**config.mk**
```make
export PLATFORM = sky130hd
export DESIGN_NAME = serial_command_packet_deframer
export DESIGN_NICKNAME = d
export VERILOG_FILES = /design/src/rtl/scpd_pkg.sv /design/src/rtl/serial_command_packet_deframer.sv /design/src/rtl/scpd_parser.sv
export SDC_FILE = /design/constraint.sdc
export NUM_CORES = 1
export LEC_CHECK = 0
export ABC_AREA = 0
export BUFFER_PORTS_ARGS = -buffer_cell sky130_fd_sc_hd__buf_2
export CORE_MARGIN = 3
export CORE_UTILIZATION = 56
export CTS_CLUSTER_DIAMETER = 120
export DETAILED_ROUTE_END_ITERATION = 16
export GPL_ROUTABILITY_DRIVEN = 0
export GPL_TIMING_DRIVEN = 0
export PLACE_DENSITY_LB_ADDON = 0.1
export SKIP_CTS_REPAIR_TIMING = 1
export SLEW_MARGIN = 15
export SYNTH_ARGS = -nofsm -noshare
export SYNTH_HDL_FRONTEND = slang
export SYNTH_HIERARCHICAL = 1
export SYNTH_SLANG_ARGS = --single-unit
```
**constraint.sdc**
```tcl
create_clock -name clock -period 6.7 [get_ports clock]
set_clock_uncertainty 0.1 [all_clocks]
set_input_delay 1.34 -clock clock [delete_from_list [all_inputs] [get_ports clock]]
set_output_delay 1.34 -clock clock [all_outputs]
set_load 0.1 [all_outputs]
```
**src/rtl/scpd_pkg.sv**
```systemverilog
// Shared constants and types for the serial command and packet deframer.
package scpd_pkg;

   // Field widths
   localparam int ByteWidth    = 8;
   localparam int KindWidth    = 3;
   localparam int ValueWidth   = 64;
   localparam int VersionWidth = 16;
   localparam int WindowWidth  = 32;
   localparam int CsrIdxWidth  = 8;

   // Configuration register indexes
   localparam logic [CsrIdxWidth-1:0] CSR_MAC_ADDRESS      = 8'd0;
   localparam logic [CsrIdxWidth-1:0] CSR_FIRMWARE_VERSION = 8'd1;

   localparam logic [VersionWidth-1:0] VERSION_RESET = 16'h0011;

   // Header words, oldest byte in the top position
   localparam logic [WindowWidth-1:0] HDR_PKT  = 32'h504B543E;  // "PKT>"
   localparam logic [WindowWidth-1:0] HDR_MAC  = 32'h4D41433F;  // "MAC?"
   localparam logic [WindowWidth-1:0] HDR_VER  = 32'h5645523F;  // "VER?"
   localparam logic [WindowWidth-1:0] HDR_RDY  = 32'h5244593F;  // "RDY?"
   localparam logic [WindowWidth-1:0] HDR_RSET = 32'h52534554;  // "RSET"

   // Event kinds
   localparam logic [KindWidth-1:0] EV_MAC     = 3'd0;
   localparam logic [KindWidth-1:0] EV_VER     = 3'd1;
   localparam logic [KindWidth-1:0] EV_RDY     = 3'd2;
   localparam logic [KindWidth-1:0] EV_RESET   = 3'd3;
   localparam logic [KindWidth-1:0] EV_PAYLOAD = 3'd4;

   // One result from the parser
   typedef struct packed {
      logic                    present;
      logic [KindWidth-1:0]    event_kind;
      logic [ByteWidth-1:0]    payload_byte;
      logic [ValueWidth-1:0]   reply_value;
      logic                    frame_last;
      logic                    checksum_ok;
   } scpd_result_type;

endpackage

```
**src/rtl/serial_command_packet_deframer.sv**
```systemverilog
// Top level of the serial command and packet deframer.
// A byte held in the input register is parsed into the result register.
// Throughput: one byte per cycle unless stalled; the parser state updates once per byte.
// A byte that gives no result moves on even while the result register is stalled.
// Reset (synchronous, active high) empties both registers, returns the parser to header mode
// with a cleared window, and sets the MAC address to 0 and the version to 0x0011.
module serial_command_packet_deframer (
   input  logic                                 clock,
   input  logic                                 reset,
   input  logic                                 req_valid,
   output logic                                 req_ready,
   input  logic [scpd_pkg::ByteWidth-1:0]       req_rx_byte,
   output logic                                 rsp_valid,
   input  logic                                 rsp_ready,
   output logic [scpd_pkg::KindWidth-1:0]       rsp_event_kind,
   output logic [scpd_pkg::ByteWidth-1:0]       rsp_payload_byte,
   output logic [scpd_pkg::ValueWidth-1:0]      rsp_reply_value,
   output logic                                 rsp_frame_last,
   output logic                                 rsp_checksum_ok,
   input  logic                                 csr_write_enable,
   input  logic [scpd_pkg::CsrIdxWidth-1:0]     csr_index,
   input  logic [scpd_pkg::ValueWidth-1:0]      csr_write_data
);
   import scpd_pkg::*;

   logic [ValueWidth-1:0]   mac_ff;
   logic [VersionWidth-1:0] version_ff;
   logic                    in_valid_ff;
   logic [ByteWidth-1:0]    in_byte_ff;
   logic                    out_valid_ff;
   scpd_result_type         out_ff;
   scpd_result_type         result;
   logic                    advance;
   logic                    load_out;

   // Configuration registers
   always_ff @(posedge clock) begin
      if (reset) begin
         mac_ff     <= '0;
         version_ff <= VERSION_RESET;
      end else if (csr_write_enable) begin
         if (csr_index == CSR_MAC_ADDRESS) begin
            mac_ff <= csr_write_data;
         end else if (csr_index == CSR_FIRMWARE_VERSION) begin
            version_ff <= csr_write_data[VersionWidth-1:0];
         end
      end
   end

   scpd_parser u_parser (
      .clock            (clock),
      .reset            (reset),
      .step             (advance),
      .rx_byte          (in_byte_ff),
      .mac_address      (mac_ff),
      .firmware_version (version_ff),
      .result           (result)
   );

   // Stage byte moves on when its result has room, or when it has no result
   assign advance   = in_valid_ff && (!result.present || !out_valid_ff || rsp_ready);
   assign load_out  = advance && result.present;
   assign req_ready = !in_valid_ff || advance;

   // Input register
   always_ff @(posedge clock) begin
      if (reset) begin
         in_valid_ff <= 1'b0;
      end else if (req_ready) begin
         in_valid_ff <= req_valid;
      end
   end

   always_ff @(posedge clock) begin
      if (req_valid && req_ready) begin
         in_byte_ff <= req_rx_byte;
      end
   end

   // Result register
   always_ff @(posedge clock) begin
      if (reset) begin
         out_valid_ff <= 1'b0;
      end else if (load_out) begin
         out_valid_ff <= 1'b1;
      end else if (rsp_ready) begin
         out_valid_ff <= 1'b0;
      end
   end

   always_ff @(posedge clock) begin
      if (load_out) begin
         out_ff <= result;
      end
   end

   assign rsp_valid        = out_valid_ff;
   assign rsp_event_kind   = out_ff.event_kind;
   assign rsp_payload_byte = out_ff.payload_byte;
   assign rsp_reply_value  = out_ff.reply_value;
   assign rsp_frame_last   = out_ff.frame_last;
   assign rsp_checksum_ok  = out_ff.checksum_ok;

   // Checks
   a_flags_only_on_payload : assert property (@(posedge clock) disable iff (reset)
      rsp_valid && (rsp_event_kind != EV_PAYLOAD) |-> !rsp_frame_last && !rsp_checksum_ok)
      else $error("frame flags set on a reply event");

   a_ok_implies_last : assert property (@(posedge clock) disable iff (reset)
      rsp_valid && rsp_checksum_ok |-> rsp_frame_last)
      else $error("checksum ok flagged on a byte that is not last");

   a_payload_no_value : assert property (@(posedge clock) disable iff (reset)
      rsp_valid && (rsp_event_kind == EV_PAYLOAD) |-> (rsp_reply_value == '0))
      else $error("reply value set on a payload byte");

   a_stage_holds : assert property (@(posedge clock) disable iff (reset)
      in_valid_ff && !advance |=> in_valid_ff && $stable(in_byte_ff))
      else $error("stalled input stage lost its byte");

   a_result_kept : assert property (@(posedge clock) disable iff (reset)
      out_valid_ff && !rsp_ready |=> !load_out || $past(!load_out))
      else $error("result register overwritten while stalled");

endmodule

```
**src/rtl/scpd_parser.sv**
```systemverilog
// Header window matcher and frame parser state, one byte per step.
module scpd_parser (
   input  logic                                 clock,
   input  logic                                 reset,
   input  logic                                 step,
   input  logic [scpd_pkg::ByteWidth-1:0]       rx_byte,
   input  logic [scpd_pkg::ValueWidth-1:0]      mac_address,
   input  logic [scpd_pkg::VersionWidth-1:0]    firmware_version,
   output scpd_pkg::scpd_result_type            result
);
   import scpd_pkg::*;

   localparam logic [1:0] PHASE_HEADER   = 2'd0;
   localparam logic [1:0] PHASE_LENGTH   = 2'd1;
   localparam logic [1:0] PHASE_PAYLOAD  = 2'd2;
   localparam logic [1:0] PHASE_CHECKSUM = 2'd3;

   logic [1:0]             phase_ff, phase_in;
   logic [WindowWidth-1:0] window_ff, window_in;
   logic [ByteWidth-1:0]   length_ff, length_in;
   logic [ByteWidth-1:0]   expected_ff, expected_in;
   logic [ByteWidth-1:0]   running_ff, running_in;
   logic [ByteWidth-1:0]   seen_ff, seen_in;
   logic [WindowWidth-1:0] shifted;
   logic [ByteWidth-1:0]   xor_next;
   logic [ByteWidth-1:0]   count_next;
   logic                   last;

   assign shifted    = {window_ff[WindowWidth-ByteWidth-1:0], rx_byte};
   assign xor_next   = running_ff ^ rx_byte;
   assign count_next = seen_ff + 8'd1;
   // a length of zero matches after the count wraps past 255
   assign last       = (count_next == length_ff);

   // Next state and the result for the byte at hand
   always_comb begin
      phase_in    = phase_ff;
      window_in   = window_ff;
      length_in   = length_ff;
      expected_in = expected_ff;
      running_in  = running_ff;
      seen_in     = seen_ff;
      result      = '0;
      case (phase_ff)
         PHASE_HEADER: begin
            window_in = shifted;
            if (shifted == HDR_PKT) begin
               phase_in  = PHASE_LENGTH;
               window_in = '0;
            end else if (shifted == HDR_MAC) begin
               result.present     = 1'b1;
               result.event_kind  = EV_MAC;
               result.reply_value = mac_address;
            end else if (shifted == HDR_VER) begin
               result.present     = 1'b1;
               result.event_kind  = EV_VER;
               result.reply_value = {{(ValueWidth-VersionWidth){1'b0}}, firmware_version};
            end else if (shifted == HDR_RDY) begin
               result.present    = 1'b1;
               result.event_kind = EV_RDY;
            end else if (shifted == HDR_RSET) begin
               result.present    = 1'b1;
               result.event_kind = EV_RESET;
            end
         end
         PHASE_LENGTH: begin
            length_in = rx_byte;
            phase_in  = PHASE_CHECKSUM;
         end
         PHASE_CHECKSUM: begin
            expected_in = rx_byte;
            running_in  = '0;
            seen_in     = '0;
            phase_in    = PHASE_PAYLOAD;
         end
         PHASE_PAYLOAD: begin
            running_in          = xor_next;
            seen_in             = count_next;
            result.present      = 1'b1;
            result.event_kind   = EV_PAYLOAD;
            result.payload_byte = rx_byte;
            result.frame_last   = last;
            result.checksum_ok  = last && (xor_next == expected_ff);
            if (last) begin
               phase_in = PHASE_HEADER;
            end
         end
         default: begin
            phase_in = PHASE_HEADER;
         end
      endcase
   end

   // Parser state, advanced once per byte
   always_ff @(posedge clock) begin
      if (reset) begin
         phase_ff    <= PHASE_HEADER;
         window_ff   <= '0;
         length_ff   <= '0;
         expected_ff <= '0;
         running_ff  <= '0;
         seen_ff     <= '0;
      end else if (step) begin
         phase_ff    <= phase_in;
         window_ff   <= window_in;
         length_ff   <= length_in;
         expected_ff <= expected_in;
         running_ff  <= running_in;
         seen_ff     <= seen_in;
      end
   end

endmodule

```
==> results.json, run 1 <==
{
  "synthXorXnorAreaFrac_pct": 2.22,
  "grt_antenna_before_repair": 4,
  "hpwl_um": 16800,
  "drc": 0,
  "vias": 7915,
  "cts-buffers-inserted": 24,
  "maxCapViolations": 0,
  "post_synth.cell_area_avg_um2": 10.4,
  "track_usage_pct": 24.3,
  "hold_viol": 0,
  "core-area_um2": 16900,
  "cts_buffer_depth": 3,
  "synth_compound_area_share_pct": 11.9,
  "yosys.area_share.simple_pct": 22.5,
  "vias_per_cell": 5.75,
  "cp_top_family": "buffers and inverters",
  "yosysUniqueCellTypes": 61,
  "postRouteAntennaNets": 0,
  "ff2ff_setup_slack_ns": 2.27,
  "fin_nets": 1223,
  "worst-slew-pin-transition_ns": 0.903,
  "leakagePower_nw": 4.09,
  "status": "completed",
  "synth_area_leader_cell": "dfxtp_1",
  "slowest_delay_ns": 0.45,
  "clock_tree.root_cell": "clkbuf_16",
  "cp_num_buf_inv": 3,
  "first_global_vias": 7683,
  "critPathKind": "reg -> out",
  "worst_ep_arrival_time_ns": 3.36,
  "placed_area_um2": 11000,
  "synth_top_area_share_pct": 28.5,
  "synth_cells": 946,
  "fill_cells": 1318,
  "drv_slew": 0,
  "synthAdderAreaFrac_pct": 0.229,
  "synthFlopType": "dfxtp_1",
  "p_per_area_nw_per_um2": 242,
  "synth_top_family_by_area": "simple AND/OR/NAND/NOR gates",
  "rows": 47,
  "slowest_stage": "clkbuf_1",
  "die-height_um": 139,
  "min_period_ns": 4.80,
  "gr-total-overflow": 0,
  "dieArea_um2": 19200,
  "ioPinCount": 164,
  "clk_latency_ns": 0.50,
  "start_kind": "flip-flop",
  "grt_max_degree": 28,
  "drtPass1Iterations": 5,
  "setup_viol_count_final": 0,
  "setup_tns_ns": 0,
  "path_clk_slew_ns": 0.06,
  "cts_num_sinks": 225,
  "final_area_um2": 11800,
  "fmax_mhz": 208,
  "rsz0062_at_grt": "no",
  "area_growth_pct": 19.9,
  "cts_tree": "built",
  "syn-num-nets": 1032,
  "hp-class": "reg -> reg",
  "final_cell_mix": "173 x buf_2, 140 x dfxtp_1, 85 x a21oi_1, 85 x edfxtp_1, 67 x clkbuf_1",
  "fp.dieW_um": 139,
  "synthArstFlopShare_pct": 0,
  "dp_slack_ns": 2.44,
  "drt-initial-drc-count": 543,
  "drive_gt1_share_pct": 19.9,
  "ys_top_cells_by_area": "dfxtp_1 28%, edfxtp_1 26%, mux2i_1 4.8%, nand4b_1 4.6%, a21oi_1 4.3%",
  "yosysSeqAreaShare_pct": 54.4,
  "crit_path_end_kind": "primary output",
  "synth_edf_count": 85,
  "relSlewSlack_pct": 39.6,
  "worstPathRequired_ns": 5.26,
  "wirelength_um": 24200,
  "finalWorstSetupSlack_ns": 1.90,
  "fin_crit_sh_pct": 71.7,
  "grt_pass1_wl_um": 38900,
  "synth_seq_cells": 225,
  "cpMostUsedCell": "buf_2",
  "muxShareOfSynthArea_pct": 4.78,
  "vdd_drop_max_mv": 0.177,
  "cp_max_fo": 10,
  "htreeDepth": 1,
  "start_util_pct": 58.4,
  "wire_per_inst_um": 17.5,
  "path_cells": "buf_2 -> and4b_2 -> and4_1 -> a41o_1 -> clkbuf_1 -> o21ai_0 -> nand3_1 -> buf_2",
  "port_buffers": 162,
  "yosys_warnings": 6,
  "netlist_area_um2": 9850,
  "layout_commonest_cell": "buf_2"
}
==> worst reg2reg max path, cell delays in order, from the launching register on <==
cell,delay (ns)
edfxtp_1,0.35
buf_2,0.21
and4b_2,0.40
and4_1,0.24
a41o_1,0.21
clkbuf_1,0.45
o21ai_0,0.36
a21boi_0,0.59
clkbuf_1,0.42
a21oi_1,0.26
clkbuf_1,0.31
o21ai_0,0.27
o21ai_0,0.13
==> metrics by stage <==
stage / total power, W / hold slack [ns] / utilization, % / std cells
2_1_floorplan: 0.00153 / 0.327 / - / 946
3_3_place_gp: 0.00158 / 0.338 / 64.8 / 1328
3_5_place_dp: 0.00159 / 0.344 / 65.3 / 1331
4_1_cts: 0.00287 / 0.351 / 69.9 / 1375
5_1_grt: 0.00295 / 0.380 / 70.0 / 1377
6_report: 0.00286 / 0.355 / 70.0 / 1377
==> report_power, final <==
group / total, W / switching, W / internal, W / leakage (nW)
sequential: 0.00143 / 0.00000669 / 0.00142 / 1.74
combinational: 0.000134 / 0.0000835 / 0.0000507 / 1.97
clock: 0.00130 / 0.000514 / 0.000784 / 0.381
==> cells in the mapped netlist, types with 16 or more instances <==
| master | number |
|---|---|
| nand2b_1 | 46 |
| and2_1 | 57 |
| a22oi_1 | 16 |
| xnor2_1 | 22 |
| edfxtp_1 | 85 |
| o31ai_1 | 51 |
| nor2_1 | 60 |
| o21ai_0 | 27 |
| nand3_1 | 24 |
| clkbuf_1 | 59 |
| nand4b_1 | 52 |
| nand2_1 | 57 |
| a21oi_1 | 85 |
| dfxtp_1 | 140 |
| mux2i_1 | 47 |
==> worst paths after layout <==
check | from | cells after the start | endpoint
hold reg to reg | u_parser/window_ff[22] | 2 | u_parser/window_ff[22]
setup / recovery | in_byte_ff[6] | 8 | req_ready
hold / removal | u_parser/window_ff[22] | 2 | u_parser/window_ff[22]
setup reg to reg | in_byte_ff[6] | 12 | u_parser/seen_ff[6]
==> logic make-up (layout without fill, tap and decap cells) <==
logic type | after synthesis | count (layout)
compound gates | 193 | 193
flops | 225 | 225
buf+inv | 91 | 300
simple gates | 363 | 363
other cells | 0 | 2
mux | 47 | 47
xor+xnor | 25 | 25
fa+ha+maj | 2 | 2
==> per-layer routing <==
layer | routed length (um) | global-route usage [%]
met2 | 11200 | 39.6
met1 | 10300 | 33.0
met4 | 760 | 8.55
met5 | 16 | 0
met3 | 1850 | 4.34
==> flip-flops by register name (all words and copies together), names as in the netlist <==
register and count:
u_parser/window_ff 24, rsp_reply_value 64, rsp_valid 1, u_parser/running_ff 8, rsp_event_kind 3, rsp_payload_byte 8
rsp_checksum_ok 1, in_byte_ff 8, mac_ff 64, u_parser/seen_ff 8, in_valid_ff 1, u_parser/length_ff 8
version_ff 16, u_parser/expected_ff 8, rsp_frame_last 1, u_parser/phase_ff 2
==> final cells by class <==
| type | count | area [um2] | area share (%) |
|---|---|---|---|
| repair buffers | 165 | 886 | 7.50 |
| clock buffers | 35 | 683 | 5.79 |
| inverters | 3 | 11.3 | 0.0954 |
| flip-flops and latches | 225 | 5360 | 45.4 |
| well taps | 220 | 275 | 2.33 |
| multi-input cells | 630 | 4120 | 34.9 |
| plain buffers | 88 | 380 | 3.22 |
| diodes | 2 | 5.00 | 0.0424 |
| clock inverters | 9 | 95.1 | 0.805 |
Power figures use the tool's default switching activity.
==> inputs of run 2 (changes only) <==
- CORE_UTILIZATION: 56 -> 51
- clock period: 6.7 -> 4.2 ns (I/O delays scaled with it)
==> results.json, run 2 (synthesis gave the netlist of run 1 again) <==
{
  "postRouteAntennaNets": 0,
  "internal_power_w": 0.00369,
  "p_per_area_nw_per_um2": 395,
  "wirelength_um": 24600,
  "relSlewSlack_pct": 26.0,
  "gr-total-overflow": 0,
  "core-area_um2": 18800,
  "start_kind": "flip-flop",
  "fin_nets": 1222,
  "sequentialPowerShare_pct": 48.4,
  "drv_slew": 0,
  "die-height_um": 145,
  "vdd_drop_max_mv": 0.301,
  "register_area_um2": 5360,
  "grt_pass1_wl_um": 38800,
  "first_global_vias": 7455,
  "leakagePower_nw": 4.11,
  "ioPinCount": 164,
  "wire_per_inst_um": 17.3,
  "place_inst": 1370,
  "p_total_w": 0.00469,
  "worstPathRequired_ns": 3.26,
  "vias_per_cell": 5.49,
  "critPathKind": "reg -> out",
  "drc": 0,
  "multiInputGateArea_um2": 4120,
  "fin_crit_sh_pct": 93.6,
  "maxCapViolations": 0,
  "drtPass1Iterations": 5,
  "fin_util_pct": 63.1,
  "vias": 7774,
  "fmax_mhz": 254,
  "cts_buffer_depth": 3,
  "cts_tree": "built",
  "p_clk_share_pct": 47.0,
  "status": "completed",
  "rows": 50,
  "fill_cells": 1616,
  "start_util_pct": 52.3,
  "sw_frac_of_total_pct": 21.3,
  "drive_gt1_share_pct": 20.2,
  "path_clk_slew_ns": 0.06,
  "dieArea_um2": 21000,
  "cts-buffers-inserted": 25,
  "dp_slack_ns": 0.0509,
  "fp.dieW_um": 145,
  "hold_viol": 0,
  "setup_viol_count_final": 0,
  "worst_ep_arrival_time_ns": 2.99,
  "worst-slew-pin-transition_ns": 1.10,
  "p_comb_share_pct": 4.5,
  "htreeDepth": 1,
  "crit_path_end_kind": "primary output",
  "clk_latency_ns": 0.51,
  "clock_tree.root_cell": "clkbuf_16",
  "cp_max_fo": 11,
  "layoutNonFillerInstCount": 1416,
  "grt_antenna_before_repair": 4,
  "grt_max_degree": 31,
  "layout_commonest_cell": "buf_2",
  "hpwl_um": 17000,
  "cts_num_sinks": 225,
  "p_switching_w": 0.000999,
  "min_period_ns": 3.93,
  "drt-initial-drc-count": 487,
  "rsz0062_at_grt": "no",
  "final_cell_mix": "173 x buf_2, 140 x dfxtp_1, 85 x a21oi_1, 85 x edfxtp_1, 62 x clkbuf_1",
  "port_buffers": 162,
  "track_usage_pct": 22.3,
  "hp-class": "reg -> reg",
  "finalWorstSetupSlack_ns": 0.270,
  "area_growth_pct": 20.7
}
## run 2: cell count changes in the layout (fill, tap and decap cells not counted), sizes merged
cell / change
bufinv: -1
buf: -1
inv: -1
clkbuf: -1
clkinv: +3
## run 2: critical path, cell delays in order (launching register included)
cell and delay [ns]:
edfxtp_1 0.35, buf_2 0.22, and4b_2 0.39, and4_1 0.24, a41o_2 0.38, o21ai_0 0.27, nand3_1 0.18, buf_2 0.44
## run 2: cell type report
class	instances	share of cell area, %
Sequential cell	225	45.0
Multi-Input combinational cell	630	34.6
Timing Repair Buffer	164	7.16
Clock buffer	35	6.56
Buffer	87	3.17
Tap cell	260	2.74
Clock inverter	10	0.579
Inverter	3	0.0947
Antenna cell	2	0.0421
## run 2: power by group through the flow
stage,clock network (W),registers (W),logic [W]
2_1_floorplan,0,0.00232,0.000123
3_3_place_gp,0,0.00232,0.000209
3_5_place_dp,0,0.00232,0.000211
4_1_cts,0.00226,0.00227,0.000212
5_1_grt,0.00234,0.00227,0.000234
6_report,0.00221,0.00227,0.000213
## run 2: routing by layer
metal / vias to the layer above / GRT usage (%) / share of wire, %
met4: 4 / 6.75 / 2.3
li1: 3826 / - / -
met2: 237 / 36.9 / 47
met3: 36 / 4.93 / 6.1
met5: - / 0 / 0.098
met1: 3671 / 29.6 / 44
## run 2: metrics by stage
stage | setup TNS [ns] | hold slack (ns) | area [um2]
2_1_floorplan | 0 | 0.327 | 9860
3_3_place_gp | -27.91 | 0.335 | 11000
5_1_grt | 0 | 0.387 | 11900
6_report | 0 | 0.356 | 11900
3_5_place_dp | 0 | 0.346 | 11000
4_1_cts | -0.0773 | 0.354 | 11900
## run 2: worst paths after layout
check | cells past startpoint | slack, ns | end | from
max reg2reg | 11 | 0.33 | u_parser/seen_ff[7] | in_byte_ff[6]
min reg2reg | 2 | 0.36 | u_parser/window_ff[22] | u_parser/window_ff[22]
max | 7 | 0.27 | req_ready | in_byte_ff[6]
min | 2 | 0.36 | u_parser/window_ff[22] | u_parser/window_ff[22]
==> inputs of run 3 (changes only) <==
- ABC_AREA: 0 -> 1
- CORE_ASPECT_RATIO: not set -> 1.25
==> results.json, run 3 <==
{
  "reg2regPathDepth": 14,
  "fmax_mhz": 280,
  "cts_tree": "built",
  "grt_max_degree": 58,
  "yosys_warnings": 6,
  "place_inst": 1627,
  "clock_tree.root_cell": "clkbuf_16",
  "fin_nets": 1473,
  "hpwl_um": 18800,
  "p_total_w": 0.00460,
  "fin_crit_sh_pct": 85.1,
  "grt_pass1_wl_um": 42200,
  "finalWorstSetupSlack_ns": 0.625,
  "fill_cells": 1798,
  "synth_cells": 1198,
  "track_usage_pct": 23.5,
  "synth_area_leader_cell": "dfxtp_1",
  "yosysSeqAreaShare_pct": 51.9,
  "p_per_area_nw_per_um2": 376,
  "gr-total-overflow": 0,
  "cts_buffer_depth": 3,
  "rsz0062_at_grt": "no",
  "worst-slew-pin-transition_ns": 0.689,
  "min_period_ns": 3.58,
  "final_cell_mix": "185 x buf_2, 169 x nand2_1, 144 x a21oi_1, 140 x dfxtp_1, 135 x nor2_1",
  "ioPinCount": 164,
  "synth_edf_count": 85,
  "first_global_vias": 8357,
  "yosysMostFrequentCell": "nand2_1",
  "area_growth_pct": 18.7,
  "worstPathRequired_ns": 4.48,
  "fin_util_pct": 62.2,
  "start_kind": "flip-flop",
  "vias": 8751,
  "port_buffers": 163,
  "relSlewSlack_pct": 54.1,
  "maxCapViolations": 0,
  "leakagePower_nw": 5.20,
  "layoutNonFillerInstCount": 1669,
  "rows": 57,
  "wire_per_inst_um": 15.7,
  "cpMostUsedCell": "nand2_1",
  "wirelength_um": 26300,
  "dp_slack_ns": 0.710,
  "status": "completed",
  "grt_antenna_before_repair": 0,
  "ys_top_cells_by_area": "dfxtp_1 27%, edfxtp_1 25%, a21oi_1 7.0%, nand3_1 6.5%, nand2_1 6.2%",
  "drive_gt1_share_pct": 22.0,
  "vdd_drop_max_mv": 0.372,
  "syn-num-nets": 1284,
  "crit_path_end_kind": "flip-flop",
  "crit_end": "u_parser/window_ff[9]",
  "drv_slew": 0,
  "cp-startpoint": "in_byte_ff[3]",
  "die-height_um": 165,
  "diodes": 0,
  "ff2ff_setup_slack_ns": 0.62,
  "layout_commonest_cell": "buf_2",
  "worst_ep_arrival_time_ns": 3.85,
  "cts_num_sinks": 225,
  "hold_viol": 0,
  "slowest_stage": "edfxtp_1",
  "yosysUniqueCellTypes": 36,
  "post_synth.cell_area_avg_um2": 8.61,
  "path_clk_slew_ns": 0.06,
  "path_cells": "nand2_1 -> inv_1 -> nand4_1 -> nor2_1 -> nand2_1 -> nand4_1 -> nand2_1 -> nand2_1 -> a31oi_1 -> inv_1 -> nor3_1 -> clkbuf_1 -> clkbuf_1 -> a21oi_1",
  "drc": 0,
  "timing.rr.start": "in_byte_ff[3]",
  "fp.dieW_um": 133,
  "start_util_pct": 52.4,
  "vias_per_cell": 5.24,
  "cts-buffers-inserted": 23,
  "hold_ws_ns": 0.370,
  "postRouteAntennaNets": 0,
  "setup_viol_count_final": 0,
  "synthArstFlopShare_pct": 0,
  "rr_endpoint": "u_parser/window_ff[9]",
  "synth_top_area_share_pct": 27.2,
  "synth_seq_cells": 225,
  "drt-initial-drc-count": 615,
  "slowest_delay_ns": 0.52,
  "synthTopCellsByCount": "169 x nand2_1, 144 x a21oi_1, 140 x dfxtp_1",
  "synthFlopType": "dfxtp_1",
  "core-area_um2": 19700,
  "drtPass1Iterations": 5,
  "netlist_area_um2": 10300,
  "htreeDepth": 1,
  "critPathKind": "reg -> reg",
  "cp_max_fo": 10,
  "hp-class": "reg -> reg",
  "dieArea_um2": 22000,
  "clk_latency_ns": 0.51
}
==> run 3: cell count changes in the layout (fill, tap and decap cells not counted), moves of 47 or more <==
cell      change
a21oi_1      +59
nand4b_1     -52
inv_1       +125
nand2_1     +112
and2_1       -56
nor2_1       +76
o31ai_1      -51
mux2i_1      -47
nor3b_2      +47
nand3_1     +109
==> run 3: per-layer routing <==
| layer | wire [um] | share of wire, % | global-route usage (%) |
|---|---|---|---|
| met5 | 0 | 0 | 0 |
| met3 | 1660 | 6.3 | 2.89 |
| met2 | 13000 | 50 | 42.2 |
| met1 | 10700 | 41 | 29.2 |
| met4 | 839 | 3.2 | 8.61 |
==> run 3: power by group <==
part / total [W] / switching, W / leakage, nW / internal (W)
Sequential: 0.00230 / 0.0000283 / 2.09 / 0.00227
Combinational: 0.000242 / 0.000159 / 2.76 / 0.0000830
Clock: 0.00205 / 0.000851 / 0.356 / 0.00120
==> run 3: final cells by class <==
| cell class | instances | area [um2] | share of cell area [%] |
|---|---|---|---|
| Sequential cell | 225 | 5360 | 43.7 |
| Clock buffer | 29 | 598 | 4.89 |
| Timing Repair Buffer | 164 | 843 | 6.89 |
| Multi-Input combinational cell | 763 | 3990 | 32.6 |
| Tap cell | 265 | 332 | 2.71 |
| Clock inverter | 13 | 154 | 1.26 |
| Buffer | 75 | 464 | 3.79 |
| Inverter | 135 | 509 | 4.16 |
==> run 3: stage by stage <==
stage               TNS, ns  area, um2
floorplan                 0      10300
CTS                       0      12200
global placement     -41.89      11500
global route              0      12200
finish                    0      12200
detailed placement        0      11500
==> run 3: critical path: cells and delay by family, from the launching register on <==
kind | cells | cell delay, ns
AND/OR/NAND/NOR | 8 | 1.22
buffers and inverters | 4 | 0.98
AO/OA/AOI/OAI | 2 | 0.60
flip-flops | 1 | 0.52
==> run 3: worst min path at each step <==
stage	start	to	slack, ns	cells after the start
after floorplan	version_ff[0]	version_ff[0]	0.33	2
after global placement	mac_ff[61]	mac_ff[61]	0.35	2
after detailed placement	version_ff[0]	version_ff[0]	0.36	2
after CTS	u_parser/expected_ff[2]	u_parser/expected_ff[2]	0.37	2
after global routing	req_rx_byte[2]	in_byte_ff[2]	0.38	1
final	u_parser/expected_ff[3]	u_parser/expected_ff[3]	0.37	2
==> run 3: kinds of logic after synthesis <==
group | count (synthesis) | share of synthesized area [%]
AO/OA/AOI/OAI | 199 | 9.69
XOR/XNOR | 18 | 1.53
adder cells (fa/ha/maj) | 1 | 0.121
buffers and inverters | 210 | 9.41
flip-flops | 225 | 51.9
AND/OR/NAND/NOR | 545 | 27.3
